--- src/rtl/etnavg_pkg.sv ---
// Shared types and constants for the element-to-node area averaging block.
// Used by the front end, the queue and the back end; depends on nothing.
`default_nettype none

package etnavg_pkg;

  localparam int VTX_W    = 11;
  localparam int VAL_W    = 32;
  localparam int PROD_W   = 64;
  localparam int ASUM_W   = 48;
  localparam int QDEPTH   = 4;
  localparam int QPTR_W   = 2;
  localparam int QCNT_W   = 3;

  localparam logic FUNC_ADD  = 1'b0;
  localparam logic FUNC_READ = 1'b1;

  typedef enum logic {
    OP_ADD,
    OP_READ
  } op_kind_t;

  // One vertex operation as it travels from the front end to the back end.
  typedef struct packed {
    op_kind_t                   kind;
    logic                       in_range;
    logic [VTX_W-1:0]           vnum;
    logic signed [PROD_W-1:0]   prod;
    logic [VAL_W-1:0]           area;
  } qent_t;

  typedef struct packed {
    logic  vld;
    qent_t ent;
  } q_wr_t;

  // Per-vertex record held in the node store.
  typedef struct packed {
    logic signed [PROD_W-1:0] vsum;
    logic [ASUM_W-1:0]        asum;
    logic                     mark;
  } node_rec_t;

endpackage

`default_nettype wire

--- src/rtl/etnavg_front.sv ---
// Front end: accepts requests, forms the triangle product and splits each
// triangle into per-corner operations. Depends on etnavg_pkg.
`default_nettype none

module etnavg_front #(
  parameter int VERTICES = 1024
) (
  input  wire                                  clk,
  input  wire                                  rst_n,
  input  wire                                  clr_busy,
  input  wire                                  in_valid,
  output logic                                 in_ready,
  input  wire                                  in_func,
  input  wire [etnavg_pkg::VTX_W-1:0]          in_vertex_a,
  input  wire [etnavg_pkg::VTX_W-1:0]          in_vertex_b,
  input  wire [etnavg_pkg::VTX_W-1:0]          in_vertex_c,
  input  wire signed [etnavg_pkg::VAL_W-1:0]   in_element_value,
  input  wire [etnavg_pkg::VAL_W-1:0]          in_element_area,
  input  wire [etnavg_pkg::VTX_W-1:0]          in_read_vertex,
  input  wire                                  q_full,
  output etnavg_pkg::q_wr_t                    q_wr
);
  import etnavg_pkg::*;

  localparam logic [16:0] VMAX = 17'(VERTICES);

  typedef enum logic [2:0] {
    F_IDLE,
    F_C0,
    F_C1,
    F_C2,
    F_RD
  } fstate_t;

  fstate_t                  state_r;
  logic [VTX_W-1:0]         va_r, vb_r, vc_r, rv_r;
  logic signed [PROD_W-1:0] prod_r;
  logic [VAL_W-1:0]         area_r;

  logic signed [64:0]       prod_full;
  logic [VTX_W-1:0]         corner;
  logic                     corner_ok;
  logic                     rd_ok;
  logic                     step_done;
  logic                     take;

  function automatic logic vtx_ok(input logic [VTX_W-1:0] v);
    return (v != '0) && (17'(v) <= VMAX);
  endfunction

  assign prod_full = $signed({{33{in_element_value[VAL_W-1]}}, in_element_value})
                   * $signed({33'b0, in_element_area});

  always_comb begin
    unique case (state_r)
      F_C0:    corner = va_r;
      F_C1:    corner = vb_r;
      F_C2:    corner = vc_r;
      default: corner = rv_r;
    endcase
  end

  assign corner_ok = vtx_ok(corner);
  assign rd_ok     = vtx_ok(rv_r);

  // A corner outside the mesh is dropped without a queue write; its state is still visited.
  always_comb begin
    q_wr.vld          = 1'b0;
    q_wr.ent.kind     = OP_ADD;
    q_wr.ent.in_range = corner_ok;
    q_wr.ent.vnum     = corner;
    q_wr.ent.prod     = prod_r;
    q_wr.ent.area     = area_r;
    step_done         = 1'b0;
    unique case (state_r)
      F_C0, F_C1, F_C2: begin
        q_wr.vld  = corner_ok && !q_full;
        step_done = !corner_ok || !q_full;
      end
      F_RD: begin
        q_wr.vld          = !q_full;
        q_wr.ent.kind     = OP_READ;
        q_wr.ent.in_range = rd_ok;
        step_done         = !q_full;
      end
      default: begin
        step_done = 1'b0;
      end
    endcase
  end

  assign in_ready = !clr_busy &&
                    ((state_r == F_IDLE) ||
                     (((state_r == F_C2) || (state_r == F_RD)) && step_done));
  assign take     = in_valid && in_ready;

  always_ff @(posedge clk) begin
    if (!rst_n) begin
      state_r <= F_IDLE;
    end else begin
      if (take) begin
        state_r <= (in_func == FUNC_READ) ? F_RD : F_C0;
      end else begin
        unique case (state_r)
          F_C0:    if (step_done) state_r <= F_C1;
          F_C1:    if (step_done) state_r <= F_C2;
          F_C2:    if (step_done) state_r <= F_IDLE;
          F_RD:    if (step_done) state_r <= F_IDLE;
          default: state_r <= F_IDLE;
        endcase
      end
    end
  end

  always_ff @(posedge clk) begin
    if (take) begin
      va_r   <= in_vertex_a;
      vb_r   <= in_vertex_b;
      vc_r   <= in_vertex_c;
      rv_r   <= in_read_vertex;
      prod_r <= prod_full[PROD_W-1:0];
      area_r <= in_element_area;
    end
  end

endmodule

`default_nettype wire

--- config.mk ---
export PLATFORM = sky130hd
export DESIGN_NAME = etnavg_front
export DESIGN_NICKNAME = d
export VERILOG_FILES = /design/src/rtl/etnavg_pkg.sv /design/src/rtl/etnavg_front.sv
export SDC_FILE = /design/constraint.sdc
export NUM_CORES = 2
export LEC_CHECK = 0
export BUFFER_PORTS_ARGS = -buffer_cell sky130_fd_sc_hd__buf_2
export CELL_PAD_IN_SITES_DETAIL_PLACEMENT = 0
export CELL_PAD_IN_SITES_GLOBAL_PLACEMENT = 1
export CORE_ASPECT_RATIO = 0.9
export CORE_UTILIZATION = 55
export CTS_BUF_LIST = sky130_fd_sc_hd__clkbuf_16
export DETAILED_ROUTE_END_ITERATION = 12
export PLACE_DENSITY_LB_ADDON = 0.1
export SYNTH_ARGS = -nofsm -noshare
export SYNTH_HDL_FRONTEND = slang
export SYNTH_SLANG_ARGS = --single-unit
--- constraint.sdc ---
create_clock -name clk -period 14 [get_ports clk]
set_clock_uncertainty 0.05 [all_clocks]
set_input_delay 2.1 -clock clk [delete_from_list [all_inputs] [get_ports clk]]
set_output_delay 2.1 -clock clk [all_outputs]
set_load 0.005 [all_outputs]
==> results.json <==
{
  "cp_slowest_cell": "buf_2",
  "hold_buffers": 0,
  "status": "complete, no violations",
  "cp-end-kind": "flip-flop",
  "synth_cell_types": 72,
  "h-tree-depth": 4,
  "syn_avg_cell_area_um2": 9.68,
  "drt_pass1_iterations": 8,
  "crit_required_ps": 14200,
  "cts_root_buf": "clkbuf_16",
  "grt_usage_pct": 31.1,
  "max_cap_violations": 0,
  "worstReg2RegEnd": "prod_r[21]$_DFFE_PP_",
  "cts_num_sinks": 143,
  "grt_max_degree": 72,
  "ant_nets": 0,
  "floorplan.initialDensity_pct": 55.7,
  "rows": 92,
  "yosys_most_used_dff": "edfxtp_1",
  "worstMarginPinSlew_ps": 1010,
  "reg2reg_slack_ps": 8370,
  "grt_overflow_total": 0,
  "fmax_ghz": 0.0980,
  "post_cts_resize_count": 0,
  "synth.area.top_cells": "fa_1 (46%), edfxtp_1 (11%), and2_1 (9.6%)",
  "drive_above_1_share_pct": 7.23,
  "hold_path_class": "flip-flop to flip-flop",
  "synth_common_cells": "inv_1 (934), fa_1 (897), and2_1 (601), nand2_1 (446), ha_1 (291)",
  "grt_pass1_wl_mm": 168,
  "cpLargestDelayFamily": "adder cells",
  "synth-seq-area-share_pct": 10.9,
  "crit_arrival_ps": 10410,
  "syn_nets": 5334,
  "timing.slew.headroom_pct": 32.3,
  "drv_slew": 0,
  "multi_input_area_um2": 30400,
  "io_buffers": 224,
  "cts_tree": "yes",
  "grt_pass1_vias": 29800,
  "synth_top_area_cell": "fa_1",
  "rsz0062_at_grt": "false",
  "path_cells": "buf_2 > nand2_1 > fa_1 > fa_1 > inv_1 > fa_1 > fa_1 > fa_1 > fa_1 > fa_1 > inv_1 > fa_1 > inv_1 > ha_1 > nand3_1 > nor3_2 > and4_1 > and3_1 > o2111ai_1 > a211oi_1 > nor2_1 > o31ai_1 > xor2_1",
  "route.detailed.drc": 0,
  "hold_violations": 0,
  "hp-start": "state_r[1]$_SDFFE_PN0P_",
  "yosysWarnings": 0,
  "synth_seq_cells": 143,
  "post-route-min-period_ps": 10210,
  "drtIter0Drc": 1464,
  "netlist_area_um2": 39000,
  "pin_count": 225,
  "grt_antenna_before_repair": 4,
  "vias": 27200,
  "fillers": 6180,
  "tns_ps": 0,
  "crit_type": "primary input to flip-flop",
  "seqCellArea_um2": 4260,
  "worstReg2RegStart": "state_r[0]$_SDFFE_PN0P_",
  "cpPeakStageDelay_ps": 640,
  "finalSetupViolCount": 0,
  "finalCritPeriodShare_pct": 72.9,
  "final_util_pct": 58.8,
  "numCtsBuffers": 17,
  "synth_most_common_cell": "inv_1",
  "die_y_um": 255,
  "synth_top_area_share_pct": 46.0,
  "die-area_um2": 72000,
  "drt-total-wl_mm": 105,
  "reg2reg_depth": 10,
  "dieWidth_um": 283,
  "synthArstFlopShare_pct": 0,
  "path_clk_slew_ps": 80,
  "core_area_um2": 70100,
  "clk_latency_ps": 500,
  "crit_path_max_fanout": 32,
  "dpl.hpwl_mm": 81.2,
  "gp_congestion": 0.901,
  "clk_path_buf_depth": 2,
  "viasPerCell": 5.41,
  "nets": 5368,
  "path_common_cell": "fa_1",
  "crit_path_start_kind": "primary input",
  "critPathBufInv": 4,
  "syn_inst": 4032,
  "synth_edf_count": 140,
  "whs_endpoint": "state_r[1]$_SDFFE_PN0P_",
  "hold_path_depth": 2,
  "cts_setup_buffers": 0,
  "drt-wirelength-per-cell_um": 20.8,
  "areaGrowthSynthToFinish_pct": 5.57
}
## per-stage QoR
stage / setup slack (ps) / instance area, um2 / std cells / hold WS (ps)
CTS: 3870 / 41200 / 5019 / 826
finish: 3790 / 41200 / 5020 / 842
global placement: 3430 / 40600 / 4987 / 805
global route: 3390 / 41200 / 5019 / 928
floorplan: 4950 / 39000 / 4032 / 768
detailed placement: 3360 / 40600 / 4987 / 819
## worst max path at each step
stage | startpoint | to | slack, ps | cells past startpoint
global route | in_element_area[24] | prod_r[62]$_DFFE_PP_ | 3390 | 24
floorplan | in_element_area[17] | prod_r[56]$_DFFE_PP_ | 4950 | 24
detailed placement | in_element_area[24] | prod_r[62]$_DFFE_PP_ | 3360 | 24
global placement | in_element_area[24] | prod_r[62]$_DFFE_PP_ | 3430 | 24
finish | in_element_value[17] | prod_r[62]$_DFFE_PP_ | 3790 | 23
CTS | in_element_area[24] | prod_r[62]$_DFFE_PP_ | 3870 | 24
## cells by family (layout without fill, tap and decap cells)
kind of cell	Yosys count	after routing	synth area share (%)
and+or+nand+nor	1201	1201	16.1
adders and majority gates	1188	1188	55.4
buffers and inverters	1162	1209	11.2
AOI/OAI and AO/OA	263	263	4.64
DFF	143	143	10.9
xor gates and xnor gates	63	63	1.41
muxes	12	12	0.308
other	0	1	0
## cell usage in the layout, fill, tap and decap left out, types with 19 or more instances in the layout
master,n
a21o_1,33
a21oi_1,75
and2_1,600
buf_2,224
buf_4,19
edfxtp_1,140
fa_1,897
ha_1,291
inv_1,934
nand2_1,446
nor2_1,43
nor2b_1,23
o21ai_0,38
xnor2_1,45
## metal layers
layer	vias to the layer above	GRT usage (%)	wire length, um
li1	12000	-	-
met1	14300	39.9	42300
met2	728	54.1	53500
met3	160	4.03	4960
met4	6	11.4	3820
met5	-	0	44
## state kept, by name, indices dropped and copies added (netlist names)
register	count
vc_r	11
vb_r	11
area_r	32
rv_r	11
va_r	11
prod_r	64
state_r	3
## worst reg2reg max path: cells and delay by family (launching register included)
family	cells	cell delay, ps
AOI/OAI and AO/OA	3	1050
xor gates and xnor gates	1	180
buffers and inverters	1	920
DFF	1	990
and+or+nand+nor	5	2010
## area by class of cell
type	count	area share, %
Sequential cell	143	10.4
Multi-Input combinational cell	2727	73.7
Timing Repair Buffer	243	3.07
Antenna cell	1	0.00607
Inverter	934	8.51
Clock buffer	17	1.03
Clock inverter	15	0.446
Tap cell	940	2.86
Power is not shown: default switching activity piles up to over one toggle a cycle in this logic, so the estimate is an artifact.
