==> src/rtl/etnavg_pkg.sv <==
// Shared types and constants for the element-to-node area averaging block.
// Used by the front end, the queue and the back end; depends on nothing.
`default_nettype none

package etnavg_pkg;

  localparam int VTX_W    = 11;
  localparam int VAL_W    = 32;
  localparam int PROD_W   = 64;
  localparam int ASUM_W   = 48;
  localparam int QDEPTH   = 4;
  localparam int QPTR_W   = 2;
  localparam int QCNT_W   = 3;

  localparam logic FUNC_ADD  = 1'b0;
  localparam logic FUNC_READ = 1'b1;

  typedef enum logic {
    OP_ADD,
    OP_READ
  } op_kind_t;

  // One vertex operation as it travels from the front end to the back end.
  typedef struct packed {
    op_kind_t                   kind;
    logic                       in_range;
    logic [VTX_W-1:0]           vnum;
    logic signed [PROD_W-1:0]   prod;
    logic [VAL_W-1:0]           area;
  } qent_t;

  typedef struct packed {
    logic  vld;
    qent_t ent;
  } q_wr_t;

  // Per-vertex record held in the node store.
  typedef struct packed {
    logic signed [PROD_W-1:0] vsum;
    logic [ASUM_W-1:0]        asum;
    logic                     mark;
  } node_rec_t;

endpackage

`default_nettype wire

==> src/rtl/etnavg_queue.sv <==
// Short operation queue between the front and back ends.
// Depends on etnavg_pkg for the entry type and depth.
`default_nettype none

module etnavg_queue (
  input  wire                clk,
  input  wire                rst_n,
  input  etnavg_pkg::q_wr_t  q_wr,
  output logic               q_full,
  input  wire                q_pop,
  output logic               q_nempty,
  output etnavg_pkg::qent_t  q_head
);
  import etnavg_pkg::*;

  qent_t              store_r [QDEPTH];
  logic [QPTR_W-1:0]  wr_ptr_r, rd_ptr_r;
  logic [QCNT_W-1:0]  cnt_r;
  logic               do_push, do_pop;

  assign q_full   = (cnt_r == QCNT_W'(QDEPTH));
  assign q_nempty = (cnt_r != '0);
  assign q_head   = store_r[rd_ptr_r];
  assign do_push  = q_wr.vld && !q_full;
  assign do_pop   = q_pop && q_nempty;

  always_ff @(posedge clk) begin
    if (!rst_n) begin
      wr_ptr_r <= '0;
      rd_ptr_r <= '0;
      cnt_r    <= '0;
    end else begin
      if (do_push) wr_ptr_r <= wr_ptr_r + 1'b1;
      if (do_pop)  rd_ptr_r <= rd_ptr_r + 1'b1;
      if (do_push && !do_pop) begin
        cnt_r <= cnt_r + 1'b1;
      end else if (do_pop && !do_push) begin
        cnt_r <= cnt_r - 1'b1;
      end
    end
  end

  always_ff @(posedge clk) begin
    if (do_push) store_r[wr_ptr_r] <= q_wr.ent;
  end

endmodule

`default_nettype wire

==> config.mk <==
export PLATFORM = sky130hd
export DESIGN_NAME = etnavg_queue
export DESIGN_NICKNAME = d
export VERILOG_FILES = /design/src/rtl/etnavg_pkg.sv /design/src/rtl/etnavg_queue.sv
export SDC_FILE = /design/constraint.sdc
export NUM_CORES = 1
export LEC_CHECK = 0
export BUFFER_PORTS_ARGS = -buffer_cell sky130_fd_sc_hd__buf_2
export CAP_MARGIN = 20
export CORE_MARGIN = 8
export CORE_UTILIZATION = 39
export CTS_BUF_LIST = sky130_fd_sc_hd__clkbuf_4
export DETAILED_ROUTE_END_ITERATION = 8
export REMOVE_ABC_BUFFERS = 1
export SYNTH_ARGS = -nofsm -noshare
export SYNTH_HDL_FRONTEND = slang
export SYNTH_SLANG_ARGS = --single-unit
==> constraint.sdc <==
create_clock -name clk -period 5.4 [get_ports clk]
set_input_delay 1.08 -clock clk [delete_from_list [all_inputs] [get_ports clk]]
set_output_delay 1.08 -clock clk [all_outputs]
set_load 0.02 [all_outputs]
==> flow_summary.ini, run 1 <==
[finish]
fill_cells = 3448
nets = 1059
area_delta_synth_final_pct = 20.3
layout-drive-gt1-share = 0.523
mostFrequentLayoutCells = edfxtp_1 (436), buf_2 (223), clkbuf_4 (171)
layout_commonest_cell = edfxtp_1
design_area_mm2 = 0.0194
layout.cells.non_filler = 1546

[critical_path]
r2r-end = store_r[1][52]
slowest_stage = dfxtp_4
max_stage_delay_ns = 0.95
worstSetupPathType = register to primary output
worst_setup_path_start_kind = register
rrSetupSlack_ns = 2.77
regToRegStartpoint = cnt_r[0]
cp.arrival_ns = 2.92
cp.required_ns = 4.32
worstRegToRegCells = 4
cp-endpoint = q_head[22]
path_cells = buf_12 -> mux4_2 -> buf_2
cp-end-kind = primary output
path_max_fanout = 40

[timing]
fmax_ghz = 0.250
hold_ws_ns = 0.513
clock_skew_ns = 0.0358
setup_viol = 0
hold_violations = 0
rsz0062_at_grt = false
fin_setup_tns_ns = 0
fin_crit_ns = 4.00
fin_crit_sh = 0.740
tightest_slew_ns = 0.912
relSlewSlack = 0.392
maxSlewViolCount = 0

[clock_network]
cts_sinks = 445
cts_tree = built
clk_pin_slew_ns = 0.06
hold_buffers = 0
ctsResizeCount = 0
h-tree-depth = 3
clockBufferDepth = 3
clk_latency_ns = 0.77
numCtsBuffers = 113
cts_root_buf = clkbuf_4
post_cts_buffers = 0

[logic_synthesis]
synth_fa_ha_area_frac = 0.00511
synth_xor_xnor_area_share = 0.00217
synth_flop_cell = edfxtp_1
synth_edf_count = 436
synth_cells = 617
netlist.area_leader.share = 0.811
synth.mux.area_fraction = 0.154
synthSimpleGateAreaFrac = 0.00604
synth_compound_area_frac = 0.00178
yosys_warnings = 0
avgSynthCellArea_um2 = 26.2
synth-seq-area-share = 0.822
synth_async_sr_flop_share = 0
ys_ff_latch = 445
synthTopCellsByArea = edfxtp_1 (81%), mux4_2 (15%), dfxtp_1 (1.1%)
synth_area_mm2 = 0.0162
synth_top_family_by_area = multiplexers
synth_cell_types = 22
synth.largest_area_cell = edfxtp_1

[routing]
vias = 7569
wl_per_cell_um = 21.0
drc = 0
drtPass1Iterations = 4
routed_wl_um = 32500
ant_nets = 0
drtIter0Drc = 445
via_per_inst = 4.90

[power]
pwr-share-comb = 0.245
p_int_mw = 6.75
switchingPower_mw = 2.74
p_leak_nw = 6.60
seq_power_share = 0.461
peakVddDrop_v = 0.000231
power_density_mw_per_mm2 = 488
power_frac_clock = 0.294
switching_share = 0.288

[place]
dp_hpwl_um = 19100
place_congestion = 0.693
io_buffers = 223
dpl.cell_count = 1356
place_area_mm2 = 0.0180

[floorplanning]
fp.dieW_um = 220
io_pins = 224
die_area_mm2 = 0.0482
core_area_mm2 = 0.0408
die_height_um = 220
start_util = 0.396
rows = 74

[grt]
antenna_found_initial = 6
gr-total-overflow = 0
grt_usage = 0.136
grt_pass1_wl_um = 49200
grt_max_degree = 79
grt_pass1_vias = 8593

[min_path]
hold_class = register to register
min_path_cells = 2

[run_status]
status = completed

[job]
maxCapViolCount = 0
[cell usage after synthesis (all sizes together), types with 2 or more instances]
library cell and number:
clkbuf 11, edfxtp 436, dfxtp 9, and2 8
xnor2 3, nand2 4, nor2b 2, or3 2
inv 3, ha 5, buf 15, mux4 109
mux2i 3
[routing by layer]
metal  vias to the layer above  GRT usage  wire (um)
met4                         8     0.0529        450
met3                        39     0.0558       2770
met2                       247      0.223      16400
li1                       3381          -          -
met1                      3894      0.157      12900
met5                         -          0         49
[registers in the layout, summed over array words and instances (netlist names), named ones only]
signal,flops
wr_ptr_r,2
store_r,436
cnt_r,3
rd_ptr_r,2
[critical path: cells and delay by family, from the launching register on]
| kind | cells | cell delay, ns |
|---|---|---|
| DFF | 1 | 0.95 |
| muxes | 1 | 0.61 |
| buffers and inverters | 2 | 0.57 |
[worst min path at each step]
stage	from	endpoint	slack, ns
global route	q_wr[25]	store_r[0][25]	0.40
floorplan	wr_ptr_r[1]	wr_ptr_r[1]	0.47
finish	wr_ptr_r[1]	wr_ptr_r[1]	0.51
CTS	q_wr[32]	store_r[0][32]	0.38
global placement	wr_ptr_r[1]	wr_ptr_r[1]	0.49
detailed placement	wr_ptr_r[1]	wr_ptr_r[1]	0.50
[per-stage QoR]
step                      worst slack [ns]  power [mW]   util
after CTS                             1.16        9.70  0.475
after global routing                  1.10        10.0  0.476
final                                 1.40        9.49  0.476
after global placement                2.09        6.84  0.440
after detailed placement              2.08        6.86  0.440
after floorplan                     -0.934        6.08      -
[power by group through the flow]
stage | clock [mW] | sequential, mW | combinational, mW
detailed placement | 0 | 4.49 | 2.37
floorplan | 0 | 4.55 | 1.53
global route | 3.09 | 4.43 | 2.49
global placement | 0 | 4.48 | 2.36
CTS | 2.91 | 4.42 | 2.37
finish | 2.79 | 4.38 | 2.32
[kinds of logic after synthesis]
kind of cell | count (synthesis)
AOI/OAI and AO/OA | 4
xor gates and xnor gates | 4
adders and majority gates | 6
buffers and inverters | 29
DFF | 445
muxes | 112
and+or+nand+nor | 17
[layout make-up]
cell class	count	area [um2]	area share
diodes	4	10.0	0.000515
clock buffers	171	1280	0.0661
clock inverters	14	134	0.00689
inverters	3	11.3	0.000580
multi-input cells	143	2740	0.141
flip-flops and latches	445	13300	0.683
well taps	532	666	0.0343
repair buffers	234	1310	0.0672
Note: power is estimated with default switching activity, not from simulation.
==> run 2: changes to the inputs <==
Clock period 5.4 ns to 3.82 ns, I/O delays scaled along.
==> flow_summary.ini, run 2 (same netlist as run 1, synthesis figures left out) <==
[clock_network]
cts_sinks = 445
ctsResizeCount = 0
hold_buffers = 0
clk_latency_ns = 0.80
post_cts_buffers = 0
h-tree-depth = 3
cts_root_buf = clkbuf_4
clk_pin_slew_ns = 0.07
clockBufferDepth = 3
numCtsBuffers = 110
cts_tree = built

[grt]
grt_max_degree = 60
grt-busiest-layer = met2
grt_pass1_wl_um = 49100
gr-usage-met1 = 0.168
grt_pass1_vias = 8356
antenna_found_initial = 6
grt.met3_usage = 0.0561
grtUsageMet2 = 0.212
gr-total-overflow = 0
grt_usage = 0.136

[power]
p_leak_nw = 6.58
peakVddDrop_v = 0.000365
power_density_mw_per_mm2 = 679

[routing]
routed_wl_um = 32700
drtIter0Drc = 456
vias = 7622
via_per_inst = 4.90
ant_nets = 0
wl_per_cell_um = 21.0
drtPass1Iterations = 4
drc = 0

[finish]
largest_reg_flops = 436
nets = 1063
final_core_util = 0.476
layout-drive-gt1-share = 0.509
mostFrequentLayoutCells = edfxtp_1 (436), buf_2 (223), clkbuf_4 (156)
layout_commonest_cell = edfxtp_1
area_delta_synth_final_pct = 20.4
top_register = store_r
reg_top3 = store_r (436), cnt_r (3)

[timing]
maxSlewViolCount = 0
setup_viol = 0
tightest_slew_ns = 0.614
fmax_ghz = 0.320
rsz0062_at_grt = false
relSlewSlack = 0.590
clock_skew_ns = 0.0451
hold_violations = 0
fin_crit_ns = 3.13
hold_ws_ns = 0.180
fin_crit_sh = 0.818

[floorplanning]
die_height_um = 220
core_area_mm2 = 0.0408
fp.dieW_um = 220
die_area_mm2 = 0.0482
io_pins = 224
rows = 74
start_util = 0.396

[place]
dp_hpwl_um = 19900
io_buffers = 223
place_congestion = 0.688

[run_status]
status = completed

[min_path]
hold_class = primary input to register

[critical_path]
cp-end-kind = primary output
worst_setup_path_start_kind = register
path_max_fanout = 50
cp.arrival_ns = 2.36
cp.required_ns = 3.06
worstSetupPathType = register to primary output

[job]
maxCapViolCount = 0
## run 2: cell types whose count changed in the layout (fill, tap and decap cells not counted), moves of 3 or more
cell and change:
clkinvlp_4 +3, clkbuf_4 -15, buf_12 +5, clkinv_1 +19
buf_4 +3
## run 2: final timing paths
| path | startpoint | endpoint | slack [ns] | cells after the start |
|---|---|---|---|---|
| worst max-delay path | register | q_head[72] | 0.69 | 3 |
| worst min register to register | wr_ptr_r[1] | wr_ptr_r[1] | 0.51 | 2 |
| worst max register to register | cnt_r[0] | cnt_r[2] | 1.36 | 8 |
| worst min-delay path | q_wr[107] | store_r[0][107] | 0.18 | 1 |
## run 2: cell type report
cell class	instances	area [um2]
fill	3409	21400
sequential	445	13300
multi-input combinational	143	2740
timing repair buffer	241	1400
clock buffer	156	1170
tap	532	666
clock inverter	33	173
inverter	3	11.3
antenna	4	10.0
## run 2: worst max-delay path: stages, from the launching register on
cell and delay, ns:
dfxtp_4 0.38, buf_12 0.38, mux4_2 0.60, buf_2 0.18
## run 2: routing by layer
layer / up-vias / share of wire
met5: - / 0.0010
met2: 254 / 0.49
met1: 3903 / 0.41
met3: 61 / 0.085
met4: 6 / 0.020
li1: 3398 / -
## run 2: metrics by stage
step	TNS [ns]	total power [mW]	worst slack, ns	cell area [um2]	std cells
2_1_floorplan	-389.74	8.59	-2.20	16000	591
3_3_place_gp	0	9.72	1.03	18100	1364
3_5_place_dp	0	9.73	1.01	18100	1364
4_1_cts	0	13.5	0.508	19400	1553
5_1_grt	0	13.9	0.454	19400	1555
6_report	0	13.2	0.694	19500	1557
## run 2: report_power, final
group          internal, mW  switching [mW]
logic                  1.44            2.01
clock network          1.94            1.77
registers              5.92           0.135
total                  9.30            3.92
